--- config.mk ---
export PLATFORM = sky130hd
export DESIGN_NAME = mouse_report_with_wheel_debounce
export DESIGN_NICKNAME = d
export VERILOG_FILES = /design/src/mrwd_pkg.sv /design/src/mouse_report_with_wheel_debounce.sv
export SDC_FILE = /design/constraint.sdc
export NUM_CORES = 1
export LEC_CHECK = 0
export BUFFER_PORTS_ARGS = -buffer_cell sky130_fd_sc_hd__buf_2
export CORE_ASPECT_RATIO = 0.8
export CORE_UTILIZATION = 44
export DETAILED_ROUTE_END_ITERATION = 6
export SYNTH_ARGS = -nofsm -noshare
export SYNTH_HDL_FRONTEND = slang
export SYNTH_SLANG_ARGS = --single-unit
--- constraint.sdc ---
create_clock -name clk -period 11.25 [get_ports clk]
set_clock_uncertainty 0.15 [all_clocks]
set_input_delay 2.25 -clock clk [delete_from_list [all_inputs] [get_ports clk]]
set_output_delay 2.25 -clock clk [all_outputs]
set_load 0.005 [all_outputs]
--- src/mrwd_pkg.sv ---
// Package for the mouse report builder with wheel debouncing.
// Holds the item types, opcode, event code and register index constants.
// No dependencies.
package mrwd_pkg;

  // Opcodes of an input item.
  localparam logic [1:0] OP_KEY   = 2'd0;
  localparam logic [1:0] OP_REL   = 2'd1;
  localparam logic [1:0] OP_TICK  = 2'd2;
  localparam logic [1:0] OP_CLEAR = 2'd3;

  // Event codes.
  localparam logic [3:0] KEY_MIDDLE = 4'd2;
  localparam logic [3:0] REL_X      = 4'd0;
  localparam logic [3:0] REL_Y      = 4'd1;
  localparam logic [3:0] REL_WHEEL  = 4'd2;

  // Configuration register indexes.
  localparam logic [1:0] CFG_DEBOUNCE_ENABLE = 2'd0;
  localparam logic [1:0] CFG_WHEEL_THRESHOLD = 2'd1;
  localparam logic [1:0] CFG_TIMEOUT_TICKS   = 2'd2;

  // Reset values of the configuration registers.
  localparam logic [15:0] WHEEL_THRESHOLD_RST = 16'd45;
  localparam logic [15:0] TIMEOUT_TICKS_RST   = 16'd500;

  typedef enum logic [1:0] {
    DIR_IDLE = 2'd0,
    DIR_UP   = 2'd1,
    DIR_DOWN = 2'd2
  } wheel_dir_t;

  typedef struct packed {
    logic [1:0]         opcode;
    logic [3:0]         event_code;
    logic signed [31:0] event_value;
  } in_item_t;

  typedef struct packed {
    logic [7:0]         buttons;
    logic signed [15:0] move_x;
    logic signed [15:0] move_y;
    logic signed [15:0] wheel;
    logic [1:0]         wheel_direction;
  } out_item_t;

endpackage

--- src/mouse_report_with_wheel_debounce.sv ---
// Mouse report builder with wheel direction debouncing, top level.
// Depends on mrwd_pkg for the item types and constants.
//
// This block turns a stream of input events into mouse reports. Every accepted
// item yields exactly one result item that carries the report after that
// event: the button bitmap, the saturated x, y and wheel sums and the wheel
// debouncer's direction. Key events with a code below 8 set or clear a button bit; a key event for
// the middle button also resets the debouncer to idle with an empty
// accumulator. Relative events add to x, y or wheel with 16-bit saturation.
// With debouncing enabled, a wheel amount goes into a 32-bit saturating
// accumulator and passes only if it continues the current direction or the
// accumulated magnitude reaches wheel_threshold; each wheel event
// restarts a timeout of timeout_ticks tick items, after which the direction
// falls back to idle. Throughput is one item per clock cycle while the output
// is not stalled. An item is held in the input register and its result is
// registered in the output register; the rate is set by the single pass of
// the accumulator add, magnitude compare and saturating sum add between those
// two registers. The output register lets a new item enter while a finished
// result still waits to be taken. The configuration port is always ready;
// registers should be written only while the block is idle.
module mouse_report_with_wheel_debounce
  import mrwd_pkg::*;
(
  input  logic        clk,
  input  logic        rst_n,

  input  logic        in_valid,
  output logic        in_stall,
  input  in_item_t    in_item,

  output logic        out_valid,
  input  logic        out_stall,
  output out_item_t   out_item,

  input  logic        cfg_valid,
  output logic        cfg_ready,
  input  logic [1:0]  cfg_index,
  input  logic [15:0] cfg_data
);

  localparam logic signed [32:0] ACC_MAX = 33'sh0_7FFF_FFFF;
  localparam logic signed [32:0] ACC_MIN = -33'sh0_8000_0000;
  localparam logic signed [33:0] SUM_MAX = 34'sd32767;
  localparam logic signed [33:0] SUM_MIN = -34'sd32768;

  // Configuration registers.
  logic        debounce_enable_r;
  logic [15:0] wheel_threshold_r;
  logic [15:0] timeout_ticks_r;

  // Input register.
  logic        s0_valid_r;
  in_item_t    s0_item_r;

  // Report and debouncer state.
  logic [7:0]         buttons_r,   buttons_nxt;
  logic signed [15:0] sum_x_r,     sum_x_nxt;
  logic signed [15:0] sum_y_r,     sum_y_nxt;
  logic signed [15:0] sum_wheel_r, sum_wheel_nxt;
  logic signed [31:0] acc_r,       acc_nxt;
  wheel_dir_t         dir_r,       dir_nxt;
  logic [15:0]        timer_r,     timer_nxt;

  // Output register.
  logic        out_valid_r;
  out_item_t   out_item_r;

  logic        advance;

  // Debouncer datapath.
  logic signed [32:0] acc_sum;
  logic signed [31:0] acc_sat;
  logic [32:0]        acc_mag;
  logic               continues;
  logic               reaches;
  logic signed [31:0] wheel_amt;

  // Shared saturating adder for x, y and wheel.
  logic signed [15:0] add_base;
  logic signed [31:0] add_amt;
  logic signed [33:0] add_sum;
  logic signed [15:0] add_sat;

  // The item in the input register moves on when the output register is
  // empty or its result is being taken in this cycle.
  assign advance   = s0_valid_r && (!out_valid_r || !out_stall);
  assign in_stall  = s0_valid_r && !advance;
  assign out_valid = out_valid_r;
  assign out_item  = out_item_r;
  assign cfg_ready = 1'b1;

  always_ff @(posedge clk) begin
    if (!rst_n) begin
      debounce_enable_r <= 1'b0;
      wheel_threshold_r <= WHEEL_THRESHOLD_RST;
      timeout_ticks_r   <= TIMEOUT_TICKS_RST;
    end else if (cfg_valid && cfg_ready) begin
      case (cfg_index)
        CFG_DEBOUNCE_ENABLE: debounce_enable_r <= cfg_data[0];
        CFG_WHEEL_THRESHOLD: wheel_threshold_r <= cfg_data;
        CFG_TIMEOUT_TICKS:   timeout_ticks_r   <= cfg_data;
        default: ;
      endcase
    end
  end

  // Accumulate the wheel amount with 32-bit saturation and measure the
  // magnitude one bit wider so the most negative value compares correctly.
  always_comb begin
    acc_sum = 33'(acc_r) + 33'(s0_item_r.event_value);
    if (acc_sum > ACC_MAX) begin
      acc_sat = ACC_MAX[31:0];
    end else if (acc_sum < ACC_MIN) begin
      acc_sat = ACC_MIN[31:0];
    end else begin
      acc_sat = acc_sum[31:0];
    end
    acc_mag   = acc_sat[31] ? 33'(-(33'(acc_sat))) : {1'b0, acc_sat};
    continues = ((dir_r == DIR_UP) && (acc_sat > 32'sd0)) ||
                ((dir_r == DIR_DOWN) && (acc_sat < 32'sd0));
    reaches   = acc_mag >= {17'd0, wheel_threshold_r};
    if (!debounce_enable_r) begin
      wheel_amt = s0_item_r.event_value;
    end else if (continues || reaches) begin
      wheel_amt = acc_sat;
    end else begin
      wheel_amt = 32'sd0;
    end
  end

  always_comb begin
    case (s0_item_r.event_code)
      REL_X:   add_base = sum_x_r;
      REL_Y:   add_base = sum_y_r;
      default: add_base = sum_wheel_r;
    endcase
    add_amt = (s0_item_r.event_code == REL_WHEEL) ? wheel_amt : s0_item_r.event_value;
    add_sum = 34'(add_base) + 34'(add_amt);
    if (add_sum > SUM_MAX) begin
      add_sat = SUM_MAX[15:0];
    end else if (add_sum < SUM_MIN) begin
      add_sat = SUM_MIN[15:0];
    end else begin
      add_sat = add_sum[15:0];
    end
  end

  always_comb begin
    buttons_nxt   = buttons_r;
    sum_x_nxt     = sum_x_r;
    sum_y_nxt     = sum_y_r;
    sum_wheel_nxt = sum_wheel_r;
    acc_nxt       = acc_r;
    dir_nxt       = dir_r;
    timer_nxt     = timer_r;
    case (s0_item_r.opcode)
      OP_KEY: begin
        // The middle button resets the debouncer; a running timer keeps going.
        if (s0_item_r.event_code == KEY_MIDDLE) begin
          dir_nxt = DIR_IDLE;
          acc_nxt = 32'sd0;
        end
        if (!s0_item_r.event_code[3]) begin
          buttons_nxt[s0_item_r.event_code[2:0]] = (s0_item_r.event_value != 32'sd0);
        end
      end
      OP_REL: begin
        case (s0_item_r.event_code)
          REL_X: sum_x_nxt = add_sat;
          REL_Y: sum_y_nxt = add_sat;
          REL_WHEEL: begin
            sum_wheel_nxt = add_sat;
            if (debounce_enable_r) begin
              timer_nxt = timeout_ticks_r;
              if (continues) begin
                acc_nxt = 32'sd0;
              end else if (reaches) begin
                acc_nxt = 32'sd0;
                dir_nxt = (acc_sat > 32'sd0) ? DIR_UP : DIR_DOWN;
              end else begin
                acc_nxt = acc_sat;
              end
            end
          end
          default: ;
        endcase
      end
      OP_TICK: begin
        // The timer runs while nonzero; reaching zero sends the direction idle.
        if (timer_r != 16'd0) begin
          timer_nxt = timer_r - 16'd1;
          if (timer_r == 16'd1) begin
            dir_nxt = DIR_IDLE;
          end
        end
      end
      OP_CLEAR: begin
        sum_x_nxt     = 16'sd0;
        sum_y_nxt     = 16'sd0;
        sum_wheel_nxt = 16'sd0;
      end
      default: ;
    endcase
  end

  always_ff @(posedge clk) begin
    if (!rst_n) begin
      s0_valid_r <= 1'b0;
    end else if (!in_stall) begin
      s0_valid_r <= in_valid;
    end
  end

  always_ff @(posedge clk) begin
    if (!in_stall && in_valid) begin
      s0_item_r <= in_item;
    end
  end

  always_ff @(posedge clk) begin
    if (!rst_n) begin
      buttons_r   <= 8'd0;
      sum_x_r     <= 16'sd0;
      sum_y_r     <= 16'sd0;
      sum_wheel_r <= 16'sd0;
      acc_r       <= 32'sd0;
      dir_r       <= DIR_IDLE;
      timer_r     <= 16'd0;
      out_valid_r <= 1'b0;
    end else if (advance) begin
      buttons_r   <= buttons_nxt;
      sum_x_r     <= sum_x_nxt;
      sum_y_r     <= sum_y_nxt;
      sum_wheel_r <= sum_wheel_nxt;
      acc_r       <= acc_nxt;
      dir_r       <= dir_nxt;
      timer_r     <= timer_nxt;
      out_valid_r <= 1'b1;
    end else if (!out_stall) begin
      out_valid_r <= 1'b0;
    end
  end

  // The result carries the report as it stands after the item.
  always_ff @(posedge clk) begin
    if (advance) begin
      out_item_r.buttons         <= buttons_nxt;
      out_item_r.move_x          <= sum_x_nxt;
      out_item_r.move_y          <= sum_y_nxt;
      out_item_r.wheel           <= sum_wheel_nxt;
      out_item_r.wheel_direction <= dir_nxt;
    end
  end

endmodule

Word level (Yosys, flattened, before mapping)
Index checks and enable logic that the tools add are counted.
{ "totals": {"inputBits": 61, "elab_cells": 114, "regBits": 237, "output_inout_bits": 61} }
{ "classes": {"n_mux": 41, "n_reduce_logical": 25, "n_addsub": 4, "n_lt_le_gt_ge": 9, "eq_ne": 15} }
{ "op_table": {"columns": ["operator", "count"], "rows": [
  ["$mux 32", 10],
  ["$pmux 16 s2", 5],
  ["$mux 16", 8],
  ["$pmux 32 s2", 1],
  ["$add 16x32->33", 1],
  ["$add 32x32->33", 1],
  ["$ge 33x16->1", 1],
  ["$gt 33x16->1 const B", 1],
  ["$gt 33x32->1 const B", 1],
  ["$lt 33x16->1 const B", 1],
  ["$lt 33x32->1 const B", 1],
  ["$mux 33", 1],
  ["$neg 32->33", 1],
  ["$gt 32x1->1 const B", 1],
  ["$lt 32x1->1 const B", 1],
  ["$reduce_bool 32->1", 1],
  ["$eq 16x1->1 const B", 1],
  ["$mux 2", 8],
  ["$mux 8", 2],
  ["$reduce_bool 16->1", 1],
  ["$sub 16x1->16 const B", 1],
  ["$reduce_and 5->1", 2],
  ["$bwmux 8", 1],
  ["$eq 2x2->1 const B", 4],
  ["other kinds (17)", 38]
]} }

Depth between registers and ports, before layout
Gate-level depths: netlist of the first run.
{ "depth": {"depth_word": 17, "ltp_mapped": 54} }

Worst setup path after synthesis of the first run
Ideal clock, no wire load.
{ "synth_timing": {"path_kind": "register to register", "from": "register s0_item_r[20] in the netlist's numbering", "to": "register out_item_r (netlist bit out_item[23]), data pin", "arrival_time_ns": 11.431, "required_time_ns": 10.830, "setup_slack_ns": -0.601, "setup_ns": 0.270, "period_less_slack_ns": 11.851, "path_stages_with_launch": 53, "path_cell_list": "edfxtp_1 ha_1 clkbuf_1 nand4_1 nor4_1 nand4_1 o32ai_1 or2_2 clkbuf_1 clkbuf_1 clkbuf_1 a21oi_1 o21ai_0 ha_1 clkbuf_1 clkbuf_1 clkbuf_1 o21ai_0 (+17 left out) a22oi_1 inv_1 ha_1 a21o_1 a21oi_1 o21bai_1 a21oi_1 o31a_1 nor4b_1 o21a_1 a31oi_1 o31ai_1 or4b_2 nor4_1 a31oi_1 clkbuf_1 a21oi_1 o21ai_0"} }
{ "synth_between": {"elab_chain_len": 17} }
{ "synth_rtl": {"columns": ["element", "line_no", "text"], "rows": [
  ["from (decl)", "mouse_report_with_wheel_debounce.sv:53", "in_item_t s0_item_r;"],
  ["from (signal assigned)", "mouse_report_with_wheel_debounce.sv:216", "s0_item_r <= in_item;"],
  ["$add 32x32->33", "mouse_report_with_wheel_debounce.sv:110", "acc_sum = 33'(acc_r) + 33'(s0_item_r.event_value);"],
  ["$lt 33x32->1", "mouse_report_with_wheel_debounce.sv:113", "end else if (acc_sum < ACC_MIN) begin"],
  ["$mux 32", "mouse_report_with_wheel_debounce.sv:113", null],
  ["$mux 32", "mouse_report_with_wheel_debounce.sv:111", "if (acc_sum > ACC_MAX) begin"],
  ["$neg 32->33 (tied with other cells)", "mouse_report_with_wheel_debounce.sv:118", "acc_mag = acc_sat[31] ? 33'(-(33'(acc_sat))) : {1'b0, acc_sat};"],
  ["$mux 33 (tied with other cells)", "mouse_report_with_wheel_debounce.sv:118", null],
  ["$ge 33x16->1 or $logic_or 1x1->1 (tied branches)", "mouse_report_with_wheel_debounce.sv:121, mouse_report_with_wheel_debounce.sv:119", null],
  ["$logic_or 1x1->1", "mouse_report_with_wheel_debounce.sv:124", "end else if (continues || reaches) begin"],
  ["(+2 left out)", null, null],
  ["$mux 32 *", "mouse_report_with_wheel_debounce.sv:137", "add_amt = (s0_item_r.event_code == REL_WHEEL) ? wheel_amt : s0_item_r.event_value;"],
  ["$add 16x32->33 *", "mouse_report_with_wheel_debounce.sv:138", "add_sum = 34'(add_base) + 34'(add_amt);"],
  ["$lt 33x16->1", "mouse_report_with_wheel_debounce.sv:141", "end else if (add_sum < SUM_MIN) begin"],
  ["$mux 16", "mouse_report_with_wheel_debounce.sv:141", null],
  ["$mux 16 *", "mouse_report_with_wheel_debounce.sv:139", "if (add_sum > SUM_MAX) begin"],
  ["$mux 16 *", "mouse_report_with_wheel_debounce.sv:168", "case (s0_item_r.event_code)"],
  ["$pmux 16 s2 *", "mouse_report_with_wheel_debounce.sv:156", "case (s0_item_r.opcode)"],
  ["via sum_y_nxt[5]", "mouse_report_with_wheel_debounce.sv:58", "logic signed [15:0] sum_y_r, sum_y_nxt;"],
  ["to (decl)", "mouse_report_with_wheel_debounce.sv:66", "out_item_t out_item_r;"]
]} }
Mark *: on every way through the listed nets, which the timed path passes. The rest lies on a longest branch.
A chain may end at the register's enable or synchronous reset.

Worst setup path in the final report of the first run
{ "layout_timing": {"from": "register s0_item_r[22] in the netlist's numbering", "to": "register out_item_r (netlist bit out_item[35]), data pin"} }
{ "layout_between": {"elab_chain_len": 17} }
{ "layout_rtl": {"columns": ["element", "line_no", "text"], "rows": [
  ["$add 32x32->33", "mouse_report_with_wheel_debounce.sv:110", null],
  ["$lt 33x32->1", "mouse_report_with_wheel_debounce.sv:113", null],
  ["$mux 32", "mouse_report_with_wheel_debounce.sv:113", null],
  ["$mux 32", "mouse_report_with_wheel_debounce.sv:111", null],
  ["$neg 32->33 (tied with other cells)", "mouse_report_with_wheel_debounce.sv:118", null],
  ["$mux 33 (tied with other cells)", "mouse_report_with_wheel_debounce.sv:118", null],
  ["$ge 33x16->1 or $logic_or 1x1->1 (tied branches)", "mouse_report_with_wheel_debounce.sv:121, mouse_report_with_wheel_debounce.sv:119", null],
  ["$logic_or 1x1->1", "mouse_report_with_wheel_debounce.sv:124", null],
  ["(+2 left out)", null, null],
  ["$mux 32 *", "mouse_report_with_wheel_debounce.sv:137", null],
  ["$add 16x32->33 *", "mouse_report_with_wheel_debounce.sv:138", null],
  ["$lt 33x16->1", "mouse_report_with_wheel_debounce.sv:141", null],
  ["$mux 16", "mouse_report_with_wheel_debounce.sv:141", null],
  ["$mux 16 *", "mouse_report_with_wheel_debounce.sv:139", null],
  ["$mux 16 *", "mouse_report_with_wheel_debounce.sv:168", null],
  ["$pmux 16 s2 *", "mouse_report_with_wheel_debounce.sv:156", null],
  ["via sum_x_nxt[1]", "mouse_report_with_wheel_debounce.sv:57", "logic signed [15:0] sum_x_r, sum_x_nxt;"]
]} }
Marked as above.

==> impl_metrics.csv, run 1 <==
group,metric,value,unit
outcome,status,"complete, but fails checks",
outcome,violations,"design-rule violations",
synth,synth_flop_cell,"dfxtp_1",
sta,setup_slack,580,ps
floorplan,initial_utilization,0.451,
power_and_ir_drop,p_comb_frac,0.194,
power_and_ir_drop,total_power,0.00227,W
critical_path,slowest_stage,"or4bb_1",
power_and_ir_drop,switchingPower,0.000667,W
grt,grt_max_degree,66,
critical_path,cp_common_cell,"buf_4",
floorplan,core,37400,µm²
synth,synth_xor_area_frac,0.0233,
synth,synth-simple-area-share,0.223,
critical_path,worstPathArrival,10850,ps
synth,synth-adder-area-share,0.0651,
cells_and_area,drive_gt1_frac,0.201,
sta,slew_violations,0,
power_and_ir_drop,clkPwrFrac,0.394,
power_and_ir_drop,vdd_drop_max,0.107,mV
cts,ctsHoldBuffers,0,
critical_path,cpPeakStageDelay,520,ps
synth,synth_area,16900,µm²
synth,synth_top_cell_by_area,"edfxtp_1",
place,dpl.hpwl,46400,µm
synth,synth-compound-area-share,0.285,
floorplan,num_rows,63,
cts,htreeDepth,1,
sta,fin_crit,10670,ps
grt,overflow,0,
place,dpl.cell_count,2813,
critical_path,crit_required,11430,ps
cells_and_area,multi_input_area,10800,µm²
power_and_ir_drop,switching_share,0.294,
power_and_ir_drop,seq_power_share,0.412,
sta,relSlewSlack,0.160,
job,cap_viol_max_count,0,
cts,cts_sinks,237,
drt,dr.first_iter.drc_count,1945,
cts,clockRootBuffer,"clkbuf_16",
cells_and_area,fin_nets,2507,
cts,clockBufferDepth,3,
drt,drc,4,
drt,avgRoutedWirePerCell,21.4,µm
cts,cts.clk_slew.worst_paths,60,ps
synth,yosysSeqAreaShare,0.338,
drt,first_pass_iters,7,
place,globalplace.congestion,1.03,
grt,grt_pass1_wl,93900,µm
cells_and_area,nFillCells,3557,
floorplan,die_y,177,µm
synth,synth.top_cell.area_share,0.171,
cells_and_area,regArea,5710,µm²
critical_path,crit_fanout,15,
cells_and_area,fin_util,0.546,
power_and_ir_drop,internal_power,0.00160,W
critical_path,crit_path_start_kind,"flop",
cts,clkLatencyLatePin,580,ps
sta,setup_viol,0,
drt,vias,17700,
synth,synth_top_family_by_area,"compound AO/OA/AOI/OAI gates",
drt,via_per_inst,6.18,
floorplan,num_io_pins,122,
synth,synth_area_leaders,"edfxtp_1, dfxtp_1, nand2_1",
cells_and_area,layout.cells.non_filler,2870,
place,post-place-ws,-95.5,ps
sta,worst_pin_slew,1250,ps
grt,first_global_vias,16300,
hold_path,hold_path_class,"flop to flop",
sta,period_share,0.948,
synth,synth_cells,2131,
grt,groute.usage.overall,0.306,
floorplan,die_area,39100,µm²
synth,ys_ff_latch,237,
critical_path,critPathKind,"flop to flop",
sta,fmax,93.7,MHz
cts,numCtsBuffers,27,
drt,ant_nets,0,
power_and_ir_drop,powerDensity,111,nW/µm²
synth,syn_area_per_cell,7.92,µm²
floorplan,dieWidth,221,µm
synth,synthArstFlopShare,0,
sta,hold_viol_final,0,
grt,antenna_found_initial,1,
synth,synthMuxAreaShare,0.0214,
critical_path,end_kind,"flop",
synth,synth_edf_count,96,
cells_and_area,area_growth,21.1,%
drt,drt-total-wl,61600,µm
place,portBuffers,120,
power_and_ir_drop,cellLeakagePower,8.29,nW
synth,yosysWarnings,0,
cts,tritoncts,"yes",
synth,synth_fp_nets,2277,
synth,synth_cell_type_count,94,
[cell type report]
class,instances,area share
multi-input cells,1705,0.530
flip-flops and latches,237,0.279
repair buffers,322,0.105
clock buffers,30,0.0336
well taps,487,0.0298
inverters,68,0.0126
clock inverters,20,0.00986
diodes,1,0.000123
[routing by layer]
| layer | vias up | wire length (µm) | track usage |
|---|---|---|---|
| li1 | 8413 | - | - |
| met1 | 8360 | 28000 | 0.437 |
| met2 | 840 | 25200 | 0.444 |
| met3 | 119 | 6380 | 0.0805 |
| met4 | 0 | 1960 | 0.0999 |
| met5 | - | 0 | 0 |
[flip-flops by register name, indices dropped and copies added, names as in the netlist, 8 cells and up]
name and count:
sum_wheel_r 16, sum_x_r 16, buttons_r 8, s0_item_r 38, sum_y_r 16, acc_r 32
out_item 58, wheel_threshold_r 16, timer_r 16, timeout_ticks_r 16
[cell usage after synthesis, types with 17 or more instances]
library cell,n
a211oi_1,58
a21o_1,37
a21oi_1,182
a22o_1,33
a31oi_1,31
and2_1,21
and3_1,20
clkbuf_1,97
dfxtp_1,141
edfxtp_1,96
ha_1,83
inv_1,68
mux2i_1,27
nand2_1,301
nand3_1,56
nand4_1,34
nor2_1,176
nor2b_1,17
nor3_1,61
nor4_1,32
o211ai_1,47
o21a_1,21
o21ai_0,181
xnor2_1,26
xor2_1,17
[cell usage in the layout, fill, tap and decap left out, types with 15 or more instances in the layout]
master,Yosys,layout
nand2_1,301,300
buf_4,1,200
a21oi_1,182,174
o21ai_0,181,173
nor2_1,176,171
dfxtp_1,141,141
buf_2,7,120
edfxtp_1,96,96
ha_1,83,74
inv_1,68,67
nor3_1,61,58
nand3_1,56,56
a211oi_1,58,55
o211ai_1,47,47
a21o_1,37,37
nand4_1,34,34
a22o_1,33,33
nor4_1,32,29
mux2i_1,27,27
clkbuf_16,0,27
a31oi_1,31,26
xnor2_1,26,26
and2_1,21,21
o21a_1,21,20
and3_1,20,20
nand2b_1,16,16
nor2b_1,17,15
xor2_1,17,15
[per-stage QoR]
stage / area, µm² / setup TNS (ps) / hold WS, ps
2_1_floorplan: 16900 / 0 / 276
3_3_place_gp: 19200 / -4.10 / 286
3_5_place_dp: 19200 / -526 / 293
4_1_cts: 20100 / 0 / 303
5_1_grt: 20400 / -136 / 322
6_report: 20400 / 0 / 299
[kinds of logic after synthesis]
logic type,Yosys count
adders and majority gates,87
and+or+nand+nor,800
other,1
muxes,35
xor gates and xnor gates,44
buffers and inverters,189
AOI/OAI and AO/OA,738
DFF,237
[power by group through the flow]
stage / logic (W) / clock network, W / registers [W]
2_1_floorplan: 0.000245 / 0 / 0.000947
3_3_place_gp: 0.000417 / 0 / 0.000953
3_5_place_dp: 0.000419 / 0 / 0.000953
4_1_cts: 0.000422 / 0.000909 / 0.000935
5_1_grt: 0.000476 / 0.000941 / 0.000937
6_report: 0.000440 / 0.000894 / 0.000936
[worst max-delay path, delay by kind of cell, from the launching register on]
family | cells | cell delay (ps)
buf+inv | 9 | 1230
fa+ha+maj | 5 | 1220
compound gates | 25 | 4680
simple gates | 14 | 2700
flops | 1 | 440
[repair_timing]
action	CTS	global route
buffers inserted	0	6
endpoints found under the setup margin	31	95
resized for setup	6	60
pin swaps	0	10
[final timing paths]
path                 start           end  slack, ps  cells past startpoint
max          s0_item_r[22]  out_item[35]        580                     53
min               acc_r[3]      acc_r[3]        300                      2
max reg2reg  s0_item_r[22]  out_item[35]        580                     53
min reg2reg       acc_r[3]      acc_r[3]        300                      2
Note: power is estimated with default switching activity, not from simulation.
==> run 2, diff against run 1 <==
Settings changed: PLACE_DENSITY from default to 0.75.
==> impl_metrics.csv, run 2 (synthesis results as in run 1) <==
group,metric,value,unit
sta,fin_crit,10910,ps
cts,tritoncts,"yes",
floorplan,dieWidth,221,µm
floorplan,core,37400,µm²
cells_and_area,layout.cells.non_filler,2876,
cts,clkLatencyLatePin,560,ps
power_and_ir_drop,total_power,0.00224,W
cells_and_area,multi_input_area,10800,µm²
cells_and_area,drive_gt1_frac,0.207,
place,dpl.cell_count,2815,
critical_path,end_kind,"flop",
power_and_ir_drop,vdd_drop_max,0.117,mV
grt,first_global_vias,16600,
sta,worst_pin_slew,1210,ps
place,globalplace.congestion,1.02,
outcome,status,"complete, but fails checks",
sta,fmax,91.6,MHz
cells_and_area,fin_nets,2515,
cts,clockRootBuffer,"clkbuf_16",
outcome,violations,"design-rule violations",
critical_path,crit_fanout,16,
drt,drt-total-wl,60500,µm
cts,htreeDepth,1,
place,portBuffers,120,
floorplan,die_area,39100,µm²
hold_path,hold_depth,2,
sta,fin_hold_ws,306,ps
critical_path,crit_path_start_kind,"flop",
drt,via_per_inst,6.31,
floorplan,num_io_pins,122,
floorplan,initial_utilization,0.451,
cells_and_area,regArea,5710,µm²
floorplan,die_y,177,µm
cells_and_area,nFillCells,3392,
sta,final.setup.tns,0,ps
grt,grt_max_degree,51,
cts,clockBufferDepth,3,
cts,cts.clk_slew.worst_paths,70,ps
grt,overflow,0,
critical_path,crit_required,11400,ps
sta,slew_violations,0,
drt,first_pass_iters,7,
grt,antenna_found_initial,1,
drt,drc,22,
critical_path,r2r.worst_path.cells,49,
critical_path,cpPeakStageDelay,650,ps
cells_and_area,area_growth,21.1,%
cts,numCtsBuffers,25,
cts,cts_sinks,237,
critical_path,worstPathArrival,11060,ps
sta,relSlewSlack,0.189,
cts,ctsHoldBuffers,0,
sta,period_share,0.970,
critical_path,slowest_stage,"or4b_2",
cells_and_area,final_common_cell,"nand2_1",
grt,grt_pass1_wl,92200,µm
drt,ant_nets,0,
drt,vias,18100,
power_and_ir_drop,cellLeakagePower,8.35,nW
hold_path,hold_path_class,"flop to flop",
grt,groute.usage.overall,0.295,
power_and_ir_drop,powerDensity,109,nW/µm²
sta,hold_viol_final,0,
critical_path,critPathKind,"flop to flop",
cells_and_area,final_cell_mix,"nand2_1, buf_4, a21oi_1",
place,dpl.hpwl,45200,µm
job,cap_viol_max_count,0,
sta,setup_viol,0,
drt,dr.first_iter.drc_count,2198,
cells_and_area,largest_reg_flops,58,
floorplan,num_rows,63,
drt,avgRoutedWirePerCell,21.0,µm
-- run 2: cell count changes in the layout (fill, tap and decap cells not counted), sizes merged --
cell	change
a31oi	+1
inv	+1
clkinvlp	-3
clkbuf	+4
buf	+9
clkinv	-5
bufinv	-1
-- run 2: worst max-delay path, delay by kind of cell, from the launching register on --
family	cells	cell delay (ps)
flops	1	490
simple gates	9	2500
fa+ha+maj	4	1210
buf+inv	7	1190
compound gates	29	5080
-- run 2: final cells by class --
| cell class | instances | share of cell area |
|---|---|---|
| timing repair buffer | 331 | 0.108 |
| clock buffer | 34 | 0.0342 |
| tap | 487 | 0.0298 |
| multi-input combinational | 1706 | 0.530 |
| inverter | 68 | 0.0126 |
| antenna | 1 | 0.000123 |
| clock inverter | 12 | 0.00662 |
| sequential | 237 | 0.279 |
-- run 2: timing repair --
action / 4_1_cts / 5_1_grt
gates resized for setup: 8 / 68
setup endpoints to repair: 90 / 95
pin swaps: 2 / 20
cloned: 0 / 2
setup buffers: 0 / 11
hold endpoints to repair: 0 / 0
-- run 2: path summary, 6_finish.rpt --
| kind | to | start | slack, ps |
|---|---|---|---|
| max reg2reg | out_item[21] | s0_item_r[8] | 340 |
| max | out_item[21] | s0_item_r[8] | 340 |
| min reg2reg | wheel_threshold_r[11] | wheel_threshold_r[11] | 310 |
| min | wheel_threshold_r[11] | wheel_threshold_r[11] | 310 |
-- run 2: routing by layer --
layer | vias up | global-route usage | wire length, µm
li1 | 8416 | - | -
met1 | 8602 | 0.425 | 26700
met2 | 1003 | 0.447 | 25700
met3 | 122 | 0.0599 | 6610
met4 | 0 | 0.0766 | 1480
met5 | - | 0 | 0
-- run 2: stage by stage --
stage	worst slack (ps)	util	instance area [µm²]
after floorplan	6.46	-	16900
after global placement	-73.7	0.512	19200
after detailed placement	-348	0.512	19200
after CTS	46.1	0.535	20000
after global routing	-7.08	0.546	20400
final	337	0.546	20400
-- run 2: power breakdown --
part           internal, W  leakage (nW)  switching, W  total, W
clock network     0.000487         0.416      0.000374  0.000861
registers         0.000917          2.09     0.0000178  0.000935
logic             0.000168          5.84      0.000271  0.000439
==> run 3, diff against run 2 <==
Settings changed: CORE_MARGIN from default to 5.
==> impl_metrics.csv, run 3 (synthesis results as in run 1) <==
group,metric,value,unit
sta,fmax,92.5,MHz
power_and_ir_drop,switching_share,0.297,
cts,clockRootBuffer,"clkbuf_16",
drt,vias,17800,
cells_and_area,fin_util,0.526,
drt,via_per_inst,6.28,
hold_path,hold_path_class,"flop to flop",
place,globalplace.congestion,1.00,
power_and_ir_drop,cellLeakagePower,8.05,nW
critical_path,critPathKind,"flop to flop",
power_and_ir_drop,p_comb_frac,0.192,
place,dpl.hpwl,46700,µm
sta,hold_viol_final,0,
drt,dr.first_iter.drc_count,2404,
sta,setup_slack,443,ps
drt,first_pass_iters,6,
grt,grt_max_degree,66,
power_and_ir_drop,total_power,0.00219,W
sta,fin_crit,10810,ps
floorplan,dieWidth,229,µm
cts,clkLatencyLatePin,560,ps
power_and_ir_drop,switchingPower,0.000651,W
grt,first_global_vias,16500,
grt,groute.usage.overall,0.273,
power_and_ir_drop,internal_power,0.00154,W
critical_path,slowest_stage,"or4b_2",
cts,htreeDepth,1,
grt,antenna_found_initial,0,
cts,cts_sinks,237,
critical_path,crit_path_start_kind,"flop",
grt,grt_pass1_wl,93800,µm
critical_path,worstPathArrival,10970,ps
drt,drc,0,
cells_and_area,fin_nets,2466,
critical_path,cp_common_cell,"a21o_1",
cells_and_area,largest_reg_flops,58,
cts,clockBufferDepth,3,
critical_path,crit_required,11410,ps
power_and_ir_drop,seq_power_share,0.426,
power_and_ir_drop,powerDensity,109,nW/µm²
critical_path,crit_family,"compound AO/OA/AOI/OAI gates",
sta,relSlewSlack,0.145,
sta,slew_violations,0,
cts,tritoncts,"yes",
cells_and_area,design_area,20000,µm²
floorplan,num_io_pins,122,
cells_and_area,area_growth,18.7,%
floorplan,die_area,42400,µm²
drt,avgRoutedWirePerCell,21.6,µm
floorplan,die_y,185,µm
floorplan,num_rows,64,
sta,period_share,0.961,
cts,cts.clk_slew.worst_paths,70,ps
grt,overflow,0,
outcome,status,"completed",
job,cap_viol_max_count,0,
place,portBuffers,120,
floorplan,core,38000,µm²
cells_and_area,final_cell_mix,"nand2_1, a21oi_1, nor2_1",
critical_path,crit_fanout,29,
sta,setup_viol,0,
floorplan,initial_utilization,0.444,
place,post-place-ws,-153,ps
cells_and_area,final_common_cell,"nand2_1",
critical_path,end_kind,"flop",
critical_path,cp_num_buf_inv,6,
place,place_area,18900,µm²
cells_and_area,drive_gt1_frac,0.188,
power_and_ir_drop,clkPwrFrac,0.382,
drt,ant_nets,0,
power_and_ir_drop,vdd_drop_max,0.100,mV
critical_path,cpPeakStageDelay,720,ps
drt,drt-total-wl,61100,µm
cts,numCtsBuffers,26,
sta,worst_pin_slew,1280,ps
## run 3: timing repair
action                                  4_1_cts  5_1_grt
endpoints found under the setup margin       41       96
endpoints found under the hold margin         0        0
pin swaps                                     2       17
buffers inserted                              0        5
gates resized for setup                       6       58
hold buffers                                  0        0
## run 3: cell type report
| type | count | area (µm²) |
|---|---|---|
| clock buffer | 30 | 686 |
| timing repair buffer | 282 | 1850 |
| antenna | 1 | 2.50 |
| clock inverter | 17 | 148 |
| fill | 3602 | 18000 |
| inverter | 68 | 256 |
| multi-input combinational | 1705 | 10800 |
| tap | 495 | 619 |
| sequential | 237 | 5710 |
## run 3: worst paths after layout
kind,startpoint,to,slack (ps),depth (start not counted)
setup / recovery,s0_item_r[28],out_item[6],440,49
hold / removal,acc_r[3],acc_r[3],300,2
setup reg to reg,s0_item_r[28],out_item[6],440,49
hold reg to reg,acc_r[3],acc_r[3],300,2
## run 3: power by group through the flow
| stage | sequential, W | combinational [W] | clock, W |
|---|---|---|---|
| floorplan | 0.000947 | 0.000245 | 0 |
| global route | 0.000936 | 0.000454 | 0.000890 |
| detailed placement | 0.000952 | 0.000400 | 0 |
| global placement | 0.000952 | 0.000397 | 0 |
| CTS | 0.000934 | 0.000402 | 0.000849 |
| finish | 0.000934 | 0.000420 | 0.000838 |
## run 3: worst reg2reg max path, delay by kind of cell, from the launching register on
family                   cells  cell delay, ps
AO/OA/AOI/OAI               24            4580
flip-flops                   1             480
adder cells (fa/ha/maj)      4            1160
AND/OR/NAND/NOR             15            3270
buffers and inverters        6             890
## run 3: metrics by stage
step	TNS (ps)	hold slack, ps	instances
final	0	304	2835
after CTS	0	305	2829
after floorplan	0	276	2131
after global placement	0	287	2782
after detailed placement	-1140	294	2782
after global routing	-72.3	327	2834
## run 3: per-layer routing
layer / wire length, µm / vias to the layer above / track usage
met5: 0 / - / 0
met4: 1580 / 0 / 0.0664
met3: 6510 / 119 / 0.0694
met2: 26100 / 949 / 0.411
met1: 26900 / 8419 / 0.395
li1: - / 8323 / -
